<file path="src/rtl/dnc_pkg.sv">
// ----------------------------------------------------------------------------
// dnc_pkg
// Shared types, character codes and helper functions for the delimiter
// nesting checker: scan modes, pending lookahead kinds and quote kinds.
// ----------------------------------------------------------------------------
package dnc_pkg;

  // Width of the reported depth field.
  localparam int OUT_DEPTH_W = 16;

  // Character codes that the scanner reacts to.
  localparam logic [7:0] CH_DASH   = 8'h2D;
  localparam logic [7:0] CH_LBRACE = 8'h7B;
  localparam logic [7:0] CH_RBRACE = 8'h7D;
  localparam logic [7:0] CH_DQUOTE = 8'h22;
  localparam logic [7:0] CH_SQUOTE = 8'h27;
  localparam logic [7:0] CH_BQUOTE = 8'h60;
  localparam logic [7:0] CH_BSLASH = 8'h5C;
  localparam logic [7:0] CH_NL     = 8'h0A;
  localparam logic [7:0] CH_LPAREN = 8'h28;
  localparam logic [7:0] CH_LBRACK = 8'h5B;
  localparam logic [7:0] CH_RPAREN = 8'h29;
  localparam logic [7:0] CH_RBRACK = 8'h5D;

  // Scan modes.
  typedef enum logic [2:0] {
    MODE_NORMAL = 3'd0,
    MODE_LINE   = 3'd1,
    MODE_BLOCK  = 3'd2,
    MODE_STR1   = 3'd3,
    MODE_STR3   = 3'd4
  } scan_mode_t;

  // Pending lookahead kinds.
  typedef enum logic [2:0] {
    PEND_NONE  = 3'd0,
    PEND_DASH  = 3'd1,
    PEND_BRACE = 3'd2,
    PEND_QUOTE = 3'd3,
    PEND_BDASH = 3'd4
  } pend_kind_t;

  // Quote kinds.
  typedef enum logic [1:0] {
    QK_NONE   = 2'd0,
    QK_DQUOTE = 2'd1,
    QK_SQUOTE = 2'd2,
    QK_BQUOTE = 2'd3
  } quote_kind_t;

  // One input request.
  typedef struct packed {
    logic [7:0] char_byte;
    logic       has_byte;
    logic       end_of_buffer;
  } item_t;

  // Report formed at the end of a buffer.
  typedef struct packed {
    logic                   needs_more;
    logic [OUT_DEPTH_W-1:0] open_depth;
    logic                   in_string_open;
    logic                   in_block_open;
  } report_t;

  // Map a byte to the quote kind that it opens, or none.
  function automatic quote_kind_t quote_code(input logic [7:0] b);
    quote_kind_t k;
    case (b)
      CH_DQUOTE: k = QK_DQUOTE;
      CH_SQUOTE: k = QK_SQUOTE;
      CH_BQUOTE: k = QK_BQUOTE;
      default:   k = QK_NONE;
    endcase
    return k;
  endfunction

  // True when the byte is the quote character of the given kind.
  function automatic logic quote_hit(input quote_kind_t kind, input logic [7:0] b);
    return (kind != QK_NONE) && (quote_code(b) == kind);
  endfunction

endpackage

</file>
<file path="src/rtl/dnc_scanner.sv">
// ----------------------------------------------------------------------------
// dnc_scanner
// Scan state registers and the per-byte next-state logic. One request is
// applied per cycle when step_en is high; an end request also forms the
// report and returns the state to its reset values.
// ----------------------------------------------------------------------------
module dnc_scanner import dnc_pkg::*; #(
  parameter int DEPTH_BITS = 16
) (
  input  logic    clk,
  input  logic    rst_n,
  input  logic    step_en,
  input  item_t   item,
  output report_t report
);

  scan_mode_t            mode_r, mode_nxt;
  quote_kind_t           qkind_r, qkind_nxt;
  pend_kind_t            pend_r, pend_nxt;
  logic [1:0]            qrun_r, qrun_nxt;
  logic                  esc_r, esc_nxt;
  logic [DEPTH_BITS-1:0] depth_r, depth_nxt;
  logic [DEPTH_BITS-1:0] depth_end;
  logic [OUT_DEPTH_W-1:0] depth_clip;
  logic                  str_open, blk_open;

  function automatic logic [DEPTH_BITS-1:0] sat_inc(input logic [DEPTH_BITS-1:0] v);
    return (&v) ? v : v + 1'b1;
  endfunction

  function automatic logic [DEPTH_BITS-1:0] sat_dec(input logic [DEPTH_BITS-1:0] v);
    return (v == '0) ? v : v - 1'b1;
  endfunction

  // Next scan state for one byte, then the end-of-buffer resolution.
  always_comb begin
    scan_mode_t            m;
    quote_kind_t           qk;
    pend_kind_t            pk;
    logic [1:0]            qr;
    logic                  esc;
    logic [DEPTH_BITS-1:0] d;
    logic                  done;
    logic [7:0]            b;

    m    = mode_r;
    qk   = qkind_r;
    pk   = pend_r;
    qr   = qrun_r;
    esc  = esc_r;
    d    = depth_r;
    done = 1'b0;
    b    = item.char_byte;

    if (item.has_byte) begin
      case (m)
        MODE_LINE: begin
          if (b == CH_NL) m = MODE_NORMAL;
        end
        MODE_BLOCK: begin
          if (pk == PEND_BDASH && b == CH_RBRACE) begin
            m  = MODE_NORMAL;
            pk = PEND_NONE;
          end else begin
            pk = (b == CH_DASH) ? PEND_BDASH : PEND_NONE;
          end
        end
        MODE_STR1: begin
          if (esc) begin
            esc = 1'b0;
          end else if (b == CH_BSLASH) begin
            esc = 1'b1;
          end else if (quote_hit(qk, b) || b == CH_NL) begin
            m  = MODE_NORMAL;
            qk = QK_NONE;
          end
        end
        MODE_STR3: begin
          if (quote_hit(qk, b)) begin
            if (qr == 2'd2) begin
              qr = 2'd0;
              qk = QK_NONE;
              m  = MODE_NORMAL;
            end else begin
              qr = qr + 2'd1;
            end
          end else begin
            qr = 2'd0;
          end
        end
        default: begin
          // Normal code: first resolve any pending lookahead.
          m = MODE_NORMAL;
          case (pk)
            PEND_DASH: begin
              pk = PEND_NONE;
              if (b == CH_DASH) begin
                m    = MODE_LINE;
                done = 1'b1;
              end
            end
            PEND_BRACE: begin
              pk = PEND_NONE;
              if (b == CH_DASH) begin
                m    = MODE_BLOCK;
                done = 1'b1;
              end else begin
                d = sat_inc(d);
              end
            end
            PEND_QUOTE: begin
              if (qr == 2'd1) begin
                done = 1'b1;
                if (quote_hit(qk, b)) begin
                  qr = 2'd2;
                end else begin
                  // Single-quoted string starts; this byte is its first.
                  pk  = PEND_NONE;
                  qr  = 2'd0;
                  esc = 1'b0;
                  m   = MODE_STR1;
                  if (b == CH_BSLASH) begin
                    esc = 1'b1;
                  end else if (quote_hit(qk, b) || b == CH_NL) begin
                    m  = MODE_NORMAL;
                    qk = QK_NONE;
                  end
                end
              end else begin
                pk = PEND_NONE;
                qr = 2'd0;
                if (quote_hit(qk, b)) begin
                  m    = MODE_STR3;
                  done = 1'b1;
                end else begin
                  // Two quotes made an empty, closed string.
                  qk = QK_NONE;
                end
              end
            end
            default: pk = PEND_NONE;
          endcase

          // Then the byte itself.
          if (!done) begin
            if (b == CH_DASH) begin
              pk = PEND_DASH;
            end else if (b == CH_LBRACE) begin
              pk = PEND_BRACE;
            end else if (quote_code(b) != QK_NONE) begin
              pk = PEND_QUOTE;
              qk = quote_code(b);
              qr = 2'd1;
            end else if (b == CH_LPAREN || b == CH_LBRACK) begin
              d = sat_inc(d);
            end else if (b == CH_RPAREN || b == CH_RBRACK || b == CH_RBRACE) begin
              d = sat_dec(d);
            end
          end
        end
      endcase
    end

    // End of buffer: a lone pending brace counts as an opener.
    if (m == MODE_NORMAL && pk == PEND_BRACE) begin
      depth_end = sat_inc(d);
    end else begin
      depth_end = d;
    end
    str_open = (m == MODE_STR1) || (m == MODE_STR3) ||
               (m == MODE_NORMAL && pk == PEND_QUOTE && qr == 2'd1);
    blk_open = (m == MODE_BLOCK);

    if (item.end_of_buffer) begin
      mode_nxt  = MODE_NORMAL;
      qkind_nxt = QK_NONE;
      pend_nxt  = PEND_NONE;
      qrun_nxt  = 2'd0;
      esc_nxt   = 1'b0;
      depth_nxt = '0;
    end else begin
      mode_nxt  = m;
      qkind_nxt = qk;
      pend_nxt  = pk;
      qrun_nxt  = qr;
      esc_nxt   = esc;
      depth_nxt = d;
    end
  end

  // Clip the depth to the reported width.
  generate
    if (DEPTH_BITS > OUT_DEPTH_W) begin : g_clip
      assign depth_clip = (|depth_end[DEPTH_BITS-1:OUT_DEPTH_W]) ?
                          '1 : depth_end[OUT_DEPTH_W-1:0];
    end else begin : g_extend
      assign depth_clip = OUT_DEPTH_W'(depth_end);
    end
  endgenerate

  // Report fields.
  always_comb begin
    report.open_depth     = depth_clip;
    report.in_string_open = str_open;
    report.in_block_open  = blk_open;
    report.needs_more     = (depth_clip != '0) || str_open || blk_open;
  end

  // Scan state registers.
  always_ff @(posedge clk) begin
    if (!rst_n) begin
      mode_r  <= MODE_NORMAL;
      qkind_r <= QK_NONE;
      pend_r  <= PEND_NONE;
      qrun_r  <= 2'd0;
      esc_r   <= 1'b0;
      depth_r <= '0;
    end else if (step_en) begin
      mode_r  <= mode_nxt;
      qkind_r <= qkind_nxt;
      pend_r  <= pend_nxt;
      qrun_r  <= qrun_nxt;
      esc_r   <= esc_nxt;
      depth_r <= depth_nxt;
    end
  end

  // An end request leaves the scanner in its reset state.
  a_end_clears: assert property (@(posedge clk) disable iff (!rst_n)
    (step_en && item.end_of_buffer) |=>
      (mode_r == MODE_NORMAL && pend_r == PEND_NONE && depth_r == '0 && !esc_r))
    else $error("scan state not cleared after end of buffer");

  // An escape is only pending inside a single-quoted string.
  a_esc_in_str1: assert property (@(posedge clk) disable iff (!rst_n)
    esc_r |-> (mode_r == MODE_STR1))
    else $error("escape pending outside a single-quoted string");

  // A quote run exists only while quotes are pending or in a triple string.
  a_qrun_ctx: assert property (@(posedge clk) disable iff (!rst_n)
    (qrun_r != 2'd0) |->
      ((mode_r == MODE_NORMAL && pend_r == PEND_QUOTE) || mode_r == MODE_STR3))
    else $error("quote run outside quote context");

endmodule

</file>
<file path="config.mk">
export PLATFORM = sky130hd
export DESIGN_NAME = dnc_scanner
export DESIGN_NICKNAME = d
export VERILOG_FILES = /design/src/rtl/dnc_pkg.sv /design/src/rtl/dnc_scanner.sv
export SDC_FILE = /design/constraint.sdc
export NUM_CORES = 1
export LEC_CHECK = 0
export ABC_CLOCK_PERIOD_IN_PS = 11050
export BUFFER_PORTS_ARGS = -buffer_cell sky130_fd_sc_hd__buf_2
export CORE_MARGIN = 3
export CORE_UTILIZATION = 56
export DETAILED_ROUTE_END_ITERATION = 8
export HOLD_SLACK_MARGIN = 0.12
export PLACE_DENSITY = 0.78
export SKIP_LAST_GASP = 1
export SYNTH_ARGS = -nofsm -noshare
export SYNTH_HDL_FRONTEND = slang
export SYNTH_SLANG_ARGS = --single-unit
</file>
<file path="constraint.sdc">
create_clock -name clk -period 11.05 [get_ports clk]
set_clock_uncertainty 0.2 [all_clocks]
set_input_delay 2.7625 -clock clk [delete_from_list [all_inputs] [get_ports clk]]
set_output_delay 2.7625 -clock clk [all_outputs]
set_load 0.005 [all_outputs]
</file>
==> metrics, run 1 <==
status=completed; CP max stage cell=or4b_4; Synth Area in Simple Gates=0.4058; EDFF count, synth=0; Cell variety after synth=95; post-route cell area=5184 µm²; pre-CTS setup slack=0.1915 ns; CTS tree=yes; Final Setup Violations=0; Layout area overhead=8.740%; global route total overflow=0; Buffers & Inverters on Critical Path=2; # diodes=0; Area after DPL=5096 µm²; pin count of the biggest net entering global routing=35; share of post-route cells with drive strength above 1=0.1690; # hold bufs at CTS=0; adder-cell area share of the yosys netlist=0.01312; Tightest Hold Check Type=flop to flop; Syn Std Cell Area=4767 µm²; hold_ws=0.3108 ns; syn_nets=701; gr usage total=0.3379; Top delay family on crit path=simple AND/OR/NAND/NOR gates; sequential area share after synthesis=0.1134; final hold vios=0; period utilization=0.9820; Crit Path Max Fanout=10; Ports=32; Core Area=8258 µm²; Synth warnings=0; syn avg cell area=6.980 µm²; largest family of logic cells by synthesized area=simple AND/OR/NAND/NOR gates; non-filler cells, final=809; dpl hpwl=12.78 mm; wire per inst=20.59 µm; most frequent cells in the layout=nand2_1, a21oi_1, buf_4; pins over their slew limit=0; mux cell area share after synthesis=0.02415; Synth Area in Compound Gates=0.2997; worst vdd ir=0.00007440 V; DRC Markers=0; Placement Rows=33; commonest non-fill, non-tap cell in the layout=nand2_1; initial antenna violation count=0; share of flip-flops with an asynchronous set or reset=0; DIE WIDTH=98.27 µm; Max-slew headroom=0.1855; Critical Path RT=8.09 ns; clock latency on the worst-skew pair=0.29 ns; Worst-Margin Slew=1.219 ns; first-pass GRT wire length=26.85 mm; Starting Density=0.5773; Routed WL=16.65 mm; PnR worst setup slack=0.1989 ns; critical path, cell by cell=buf_2, and3b_1, a31o_4, nor2_4, mux2i_2, ha_1, nand2_1, or4b_4, or4_4, o2111ai_1, a21boi_2, xor2_1, a32oi_2, or3_4, nor4b_1, a21oi_1, or4b_1, nor4b_2, nand3_1, buf_2; RePlAce Congestion=0.9598; initial drt markers=622; 1st-pass router iterations=5; Root Buffer=clkbuf_8; max cap viols=0; maximum operating frequency=92.16 MHz; Worst Path Arrival=7.89 ns; Final ANT Viol Nets=0; Vias per Instance=6.990; post-synthesis xor/xnor area fraction=0.07717; clock-pin slew on the worst setup and hold paths=0.11 ns; # fillers=804; most frequent cell on the critical path=buf_2; Cells after DPL=803; CP Capture Type=output pin; DIE AREA=9656 µm²; Num CTS Buffers=3; number of global-route vias before repair=5087; Cells after Synth=683; worst-case clock buffer depth=2; number of synthesized register bits=27; P_leak=1.818 nW; largest stage delay on the critical path=0.57 ns; setup TNS=0 ns; top_reg_cell synth=dfxtp_1; IO Port Bufs=31; pwr dens=38.88 nW/µm²; RSZ-0062 raised after global routing=no; CTS H-Tree Depth=1; clk sink count=27; total vias in the final route=5655; crit path time final=10.85 ns; Die Y=98.27 µm; Final nets=723; WS Path Type=input port to output pin; Startpoint Class=input port
[final cells by class]
cell class	count	area (µm²)	area share
multi-input combinational	585	3943	0.7606
sequential	27	540.5	0.1043
timing repair buffer	71	455.4	0.08786
tap	105	131.4	0.02534
inverter	17	63.81	0.01231
clock buffer	3	41.29	0.007965
clock inverter	1	8.758	0.001690
[worst paths after layout]
kind / startpoint / endpoint / slack, ns / cells past startpoint
worst max-delay path: item[4] / report[18] / 0.20 / 20
worst min-delay path: qkind_r[1] / qkind_r[1] / 0.31 / 2
worst max register to register: depth_r[0] / depth_r[4] / 5.66 / 19
worst min register to register: qkind_r[1] / qkind_r[1] / 0.31 / 2
[stage by stage]
step,power [W],utilization
after floorplan,0.0001267,-
after global placement,0.0001380,0.6171
after detailed placement,0.0001386,0.6171
after CTS,0.0002011,0.6232
after global routing,0.0002094,0.6277
final,0.0002015,0.6277
[flip-flops by register name, summed over array words and instances (netlist names)]
name,count
pend_r,3
mode_r,3
esc_r,1
depth_r,16
qkind_r,2
qrun_r,2
[where the power goes]
group	switching (W)	internal, W
Clock	0.0000370	0.0000266
Combinational	0.0000263	0.0000134
Sequential	0.000000644	0.0000976
Total	0.0000640	0.000138
[routing by layer]
layer	global-route usage	wire, µm
met4	0.09769	444
met1	0.4840	7333
met3	0.04357	1568
met5	0	0
met2	0.5309	7307
[worst min-delay path, stage by stage, from the launching register on]
cell and delay, ns:
dfxtp_1 0.34, nand2b_1 0.06, a21boi_0 0.07
[Yosys cell counts (4+ instances only)]
master / instances / share of area
inv_1: 17 / 0.013
a311oi_1: 5 / 0.0092
mux2_2: 4 / 0.0094
nand3_1: 22 / 0.023
nor3_1: 30 / 0.031
clkbuf_1: 35 / 0.028
nor4_1: 13 / 0.017
buf_2: 11 / 0.012
o21a_1: 4 / 0.0063
o2111ai_1: 4 / 0.0073
buf_4: 4 / 0.0063
and3_1: 9 / 0.012
ha_1: 5 / 0.013
mux2i_1: 7 / 0.015
nor3b_1: 6 / 0.0094
or2_2: 4 / 0.0052
or4_1: 5 / 0.0079
and2_1: 20 / 0.026
o21ai_0: 31 / 0.033
nor4b_1: 8 / 0.015
o211ai_1: 4 / 0.0063
a31oi_1: 17 / 0.022
a211oi_1: 8 / 0.013
a21o_1: 6 / 0.0094
a22oi_1: 4 / 0.0063
xnor2_1: 27 / 0.050
nor4bb_1: 4 / 0.0084
nand2b_1: 10 / 0.013
dfxtp_1: 27 / 0.11
nand2_1: 65 / 0.051
o31ai_1: 7 / 0.011
nand4_1: 16 / 0.021
a21oi_1: 41 / 0.043
o22ai_1: 10 / 0.013
a31o_2: 6 / 0.011
xor2_1: 15 / 0.028
nor2_1: 39 / 0.031
nor2b_1: 38 / 0.050
or3_1: 6 / 0.0079
[cell families (layout without fill, tap and decap cells)]
family	count (synthesis)	count (layout)
fa+ha+maj	5	5
xor+xnor	42	42
mux	11	11
flops	27	27
simple gates	328	328
compound gates	199	199
buf+inv	71	92
[timing repair]
item | 4_1_cts | 5_1_grt
setup buffers | 0 | 2
gates resized for setup | 0 | 4
setup endpoints to repair | 0 | 1
No activity file was read; power rests on OpenSTA's default activity.
==> inputs of run 2 (changes only) <==
--- a/config.mk
+++ b/config.mk
@@ -6,4 +6,5 @@
 export NUM_CORES = 1
 export LEC_CHECK = 0
+export ABC_AREA = 1
 export ABC_CLOCK_PERIOD_IN_PS = 11050
 export BUFFER_PORTS_ARGS = -buffer_cell sky130_fd_sc_hd__buf_2
--- a/constraint.sdc
+++ b/constraint.sdc
@@ -3,3 +3,3 @@
 set_input_delay 2.7625 -clock clk [delete_from_list [all_inputs] [get_ports clk]]
 set_output_delay 2.7625 -clock clk [all_outputs]
-set_load 0.005 [all_outputs]
+set_load 0.02 [all_outputs]
==> run 2 against run 1 <==
Non-clock buffer count shrank 37. Via count is 0.30% lower. Sequential share of layout area grew 0.27 points. Worst hold slack got worse by 0.014 ns. Clock power down 2%. Critical endpoint unchanged.
==> metrics, run 2 <==
PostCTS Resize Cnt=0 (unchanged); total vias in the final route=5638 (was 5655); clk sink count=27 (unchanged); combinational group share of total power=0.418 (was 0.197); period utilization=0.9085 (was 0.9820); # hold bufs at CTS=0 (unchanged); CTS H-Tree Depth=1 (unchanged); IO Port Bufs=31 (unchanged); Placement Rows=33 (unchanged); # fillers=882 (was 804); Root Buffer=clkbuf_8 (unchanged); postcts setup bufs=0 (unchanged); met2 routed wirelength=5.813 mm (was 7.307 mm); Synth top cells by count=nand2_1, nand3_1, inv_1 (was nand2_1, a21oi_1, nor2_1); Starting Density=0.5823 (was 0.5773); DIE AREA=9734 µm² (was 9656 µm²); Worst-Margin Slew=0.7702 ns (was 1.219 ns); Pint=0.0001612 W (was 0.0001376 W); RSZ-0062 raised after global routing=no (unchanged); synth top area cells=nand2_1, dfxtp_1, nand3_1 (was dfxtp_1, nand2_1, nor2b_1); pwr dens=55.97 nW/µm² (was 38.88 nW/µm²); P_sw=0.0001217 W (was 0.00006398 W); final hold vios=0 (unchanged); status=completed (unchanged); Syn Std Cell Area=4808 µm² (was 4767 µm²); Routed WL=13.63 mm (was 16.65 mm); DRC Markers=0 (unchanged); sequential area share after synthesis=0.1124 (was 0.1134); largest stage delay on the critical path=0.43 ns (was 0.57 ns); clock-pin slew on the worst setup and hold paths=0.11 ns (about the same); post-route cell area=5055 µm² (was 5184 µm²); Reg power frac=0.363 (was 0.487); hold_ws=0.2966 ns (was 0.3108 ns); syn avg cell area=5.403 µm² (was 6.980 µm²); EDFF count, synth=0 (unchanged); Final Setup Violations=0 (unchanged); register area=540.5 µm² (unchanged); share of flip-flops with an asynchronous set or reset=0 (unchanged); worst-case clock buffer depth=2 (unchanged); Critical Path RT=8.09 ns (about the same); clock latency on the worst-skew pair=0.29 ns (about the same); Final ANT Viol Nets=0 (unchanged); setup TNS=0 ns (unchanged); Layout area overhead=5.126% (was 8.740%); metal3 WL=842 µm (was 1.568 mm); wire per inst=13.46 µm (was 20.59 µm); Vias per Instance=5.566 (was 6.990); maximum operating frequency=99.61 MHz (was 92.16 MHz); top_reg_cell synth=dfxtp_1 (unchanged); Synth top area share=0.2326 (was 0.1134); Cells after Synth=890 (was 683); first-pass GRT wire length=23.43 mm (was 26.85 mm); # diodes=0 (unchanged); CTS tree=yes (unchanged); 1st-pass router iterations=6 (was 5); DR top layer=met4 (unchanged); syn_nets=908 (was 701); Cell variety after synth=51 (was 95); max reg flops=16 (unchanged); Synth warnings=0 (unchanged); most frequent cells in the layout=nand2_1, nand3_1, inv_1 (was nand2_1, a21oi_1, buf_4); max cap viols=0 (unchanged); crit path time final=10.04 ns (was 10.85 ns); Tightest Hold Check Type=flop to flop (unchanged); multi-input logic area=3720 µm² (was 3943 µm²); worst vdd ir=0.00005887 V (was 0.00007440 V); most flop-heavy register=depth_r (unchanged); initial antenna violation count=0 (unchanged); top flop regs=depth_r: 16 flops, mode_r: 3 flops, pend_r: 3 flops (unchanged); number of global-route vias before repair=4974 (was 5087); Startpoint Class=input port (unchanged); number of synthesized register bits=27 (unchanged); Area after DPL=5005 µm² (was 5096 µm²); Crit Path Max Fanout=14 (was 10); initial drt markers=548 (was 622); Die Y=98.66 µm (was 98.27 µm); Ports=32 (unchanged); DIE WIDTH=98.66 µm (was 98.27 µm); clock power share=0.219 (was 0.316); most frequent cell on the critical path=nand3_1 (was buf_2); global route total overflow=0 (unchanged); Met1 Routed Length=6.738 mm (was 7.333 mm); P_leak=2.431 nW (was 1.818 nW); dpl hpwl=11.01 mm (was 12.78 mm); Worst Path Arrival=7.08 ns (was 7.89 ns); gr usage total=0.2829 (was 0.3379); Core Area=8258 µm² (unchanged); share of post-route cells with drive strength above 1=0.1740 (was 0.1690); most frequent cell after synthesis=nand2_1 (unchanged); WS Path Type=input port to output pin (unchanged); RePlAce Congestion=0.9783 (was 0.9598); area leader, netlist=nand2_1 (was dfxtp_1); Final nets=927 (was 723); switching share of power=0.4301 (was 0.3175); pins over their slew limit=0 (unchanged); Num CTS Buffers=3 (unchanged); CP max stage cell=a21oi_4 (was or4b_4); CP Capture Type=output pin (unchanged); pin count of the biggest net entering global routing=27 (was 35); Finished Core Util=0.6121 (was 0.6277); commonest non-fill, non-tap cell in the layout=nand2_1 (unchanged); Max-slew headroom=0.4834 (was 0.1855)
-- run 2: cell count changes after synthesis, sizes merged, moves of 25 or more --
cell / previous run / this run
nor2: 40 / 118
inv: 17 / 112
nand2: 65 / 339
xnor2: 27 / 2
nor2b: 38 / 0
nand3: 23 / 119
-- run 2: worst paths after layout --
kind / startpoint / end / slack, ns / cells past startpoint
max: item[3] / report[18] / 1.01 / 31
max reg2reg: depth_r[0] / depth_r[11] / 6.83 / 24
min: esc_r / esc_r / 0.30 / 2
min reg2reg: esc_r / esc_r / 0.30 / 2
-- run 2: cell families after synthesis --
family | Yosys count | synth area share
xor+xnor | 8 | 0.01848
buf+inv | 136 | 0.1140
fa+ha+maj | 5 | 0.01301
flops | 27 | 0.1124
simple gates | 628 | 0.6339
compound gates | 86 | 0.1083
-- run 2: area by class of cell --
cell class                 instances  area share
multi-input combinational        727      0.7359
sequential                        27      0.1069
inverter                         116     0.08614
timing repair buffer              34     0.03515
tap                              105     0.02599
clock buffer                       3    0.008168
clock inverter                     1    0.001733
-- run 2: stage by stage --
step | instances | setup slack [ns] | total power [W]
3_3_place_gp | 1009 | 1.118 | 0.0002209
5_1_grt | 1013 | 0.5681 | 0.0003014
4_1_cts | 1013 | 1.032 | 0.0002814
2_1_floorplan | 890 | 1.849 | 0.0001928
3_5_place_dp | 1009 | 1.050 | 0.0002210
6_report | 1013 | 1.011 | 0.0002829
-- run 2: routing by layer --
| metal | track usage | vias to the layer above |
|---|---|---|
| met1 | 0.4302 | 2508 |
| met5 | 0 | - |
| met2 | 0.4254 | 205 |
| met4 | 0.07458 | 0 |
| li1 | - | 2902 |
| met3 | 0.02548 | 23 |
-- run 2: critical path: cells and delay by family --
kind | cells | cell delay [ns]
AOI/OAI and AO/OA | 3 | 0.99
adders and majority gates | 2 | 0.54
buffers and inverters | 3 | 0.33
and+or+nand+nor | 23 | 2.45
-- run 2: power by group through the flow --
stage / clock [W] / sequential, W / combinational [W]
finish: 0.0000621 / 0.000103 / 0.000118
global placement: 0 / 0.000105 / 0.000116
CTS: 0.0000622 / 0.000103 / 0.000117
global route: 0.0000660 / 0.000103 / 0.000132
detailed placement: 0 / 0.000105 / 0.000116
floorplan: 0 / 0.000104 / 0.0000887
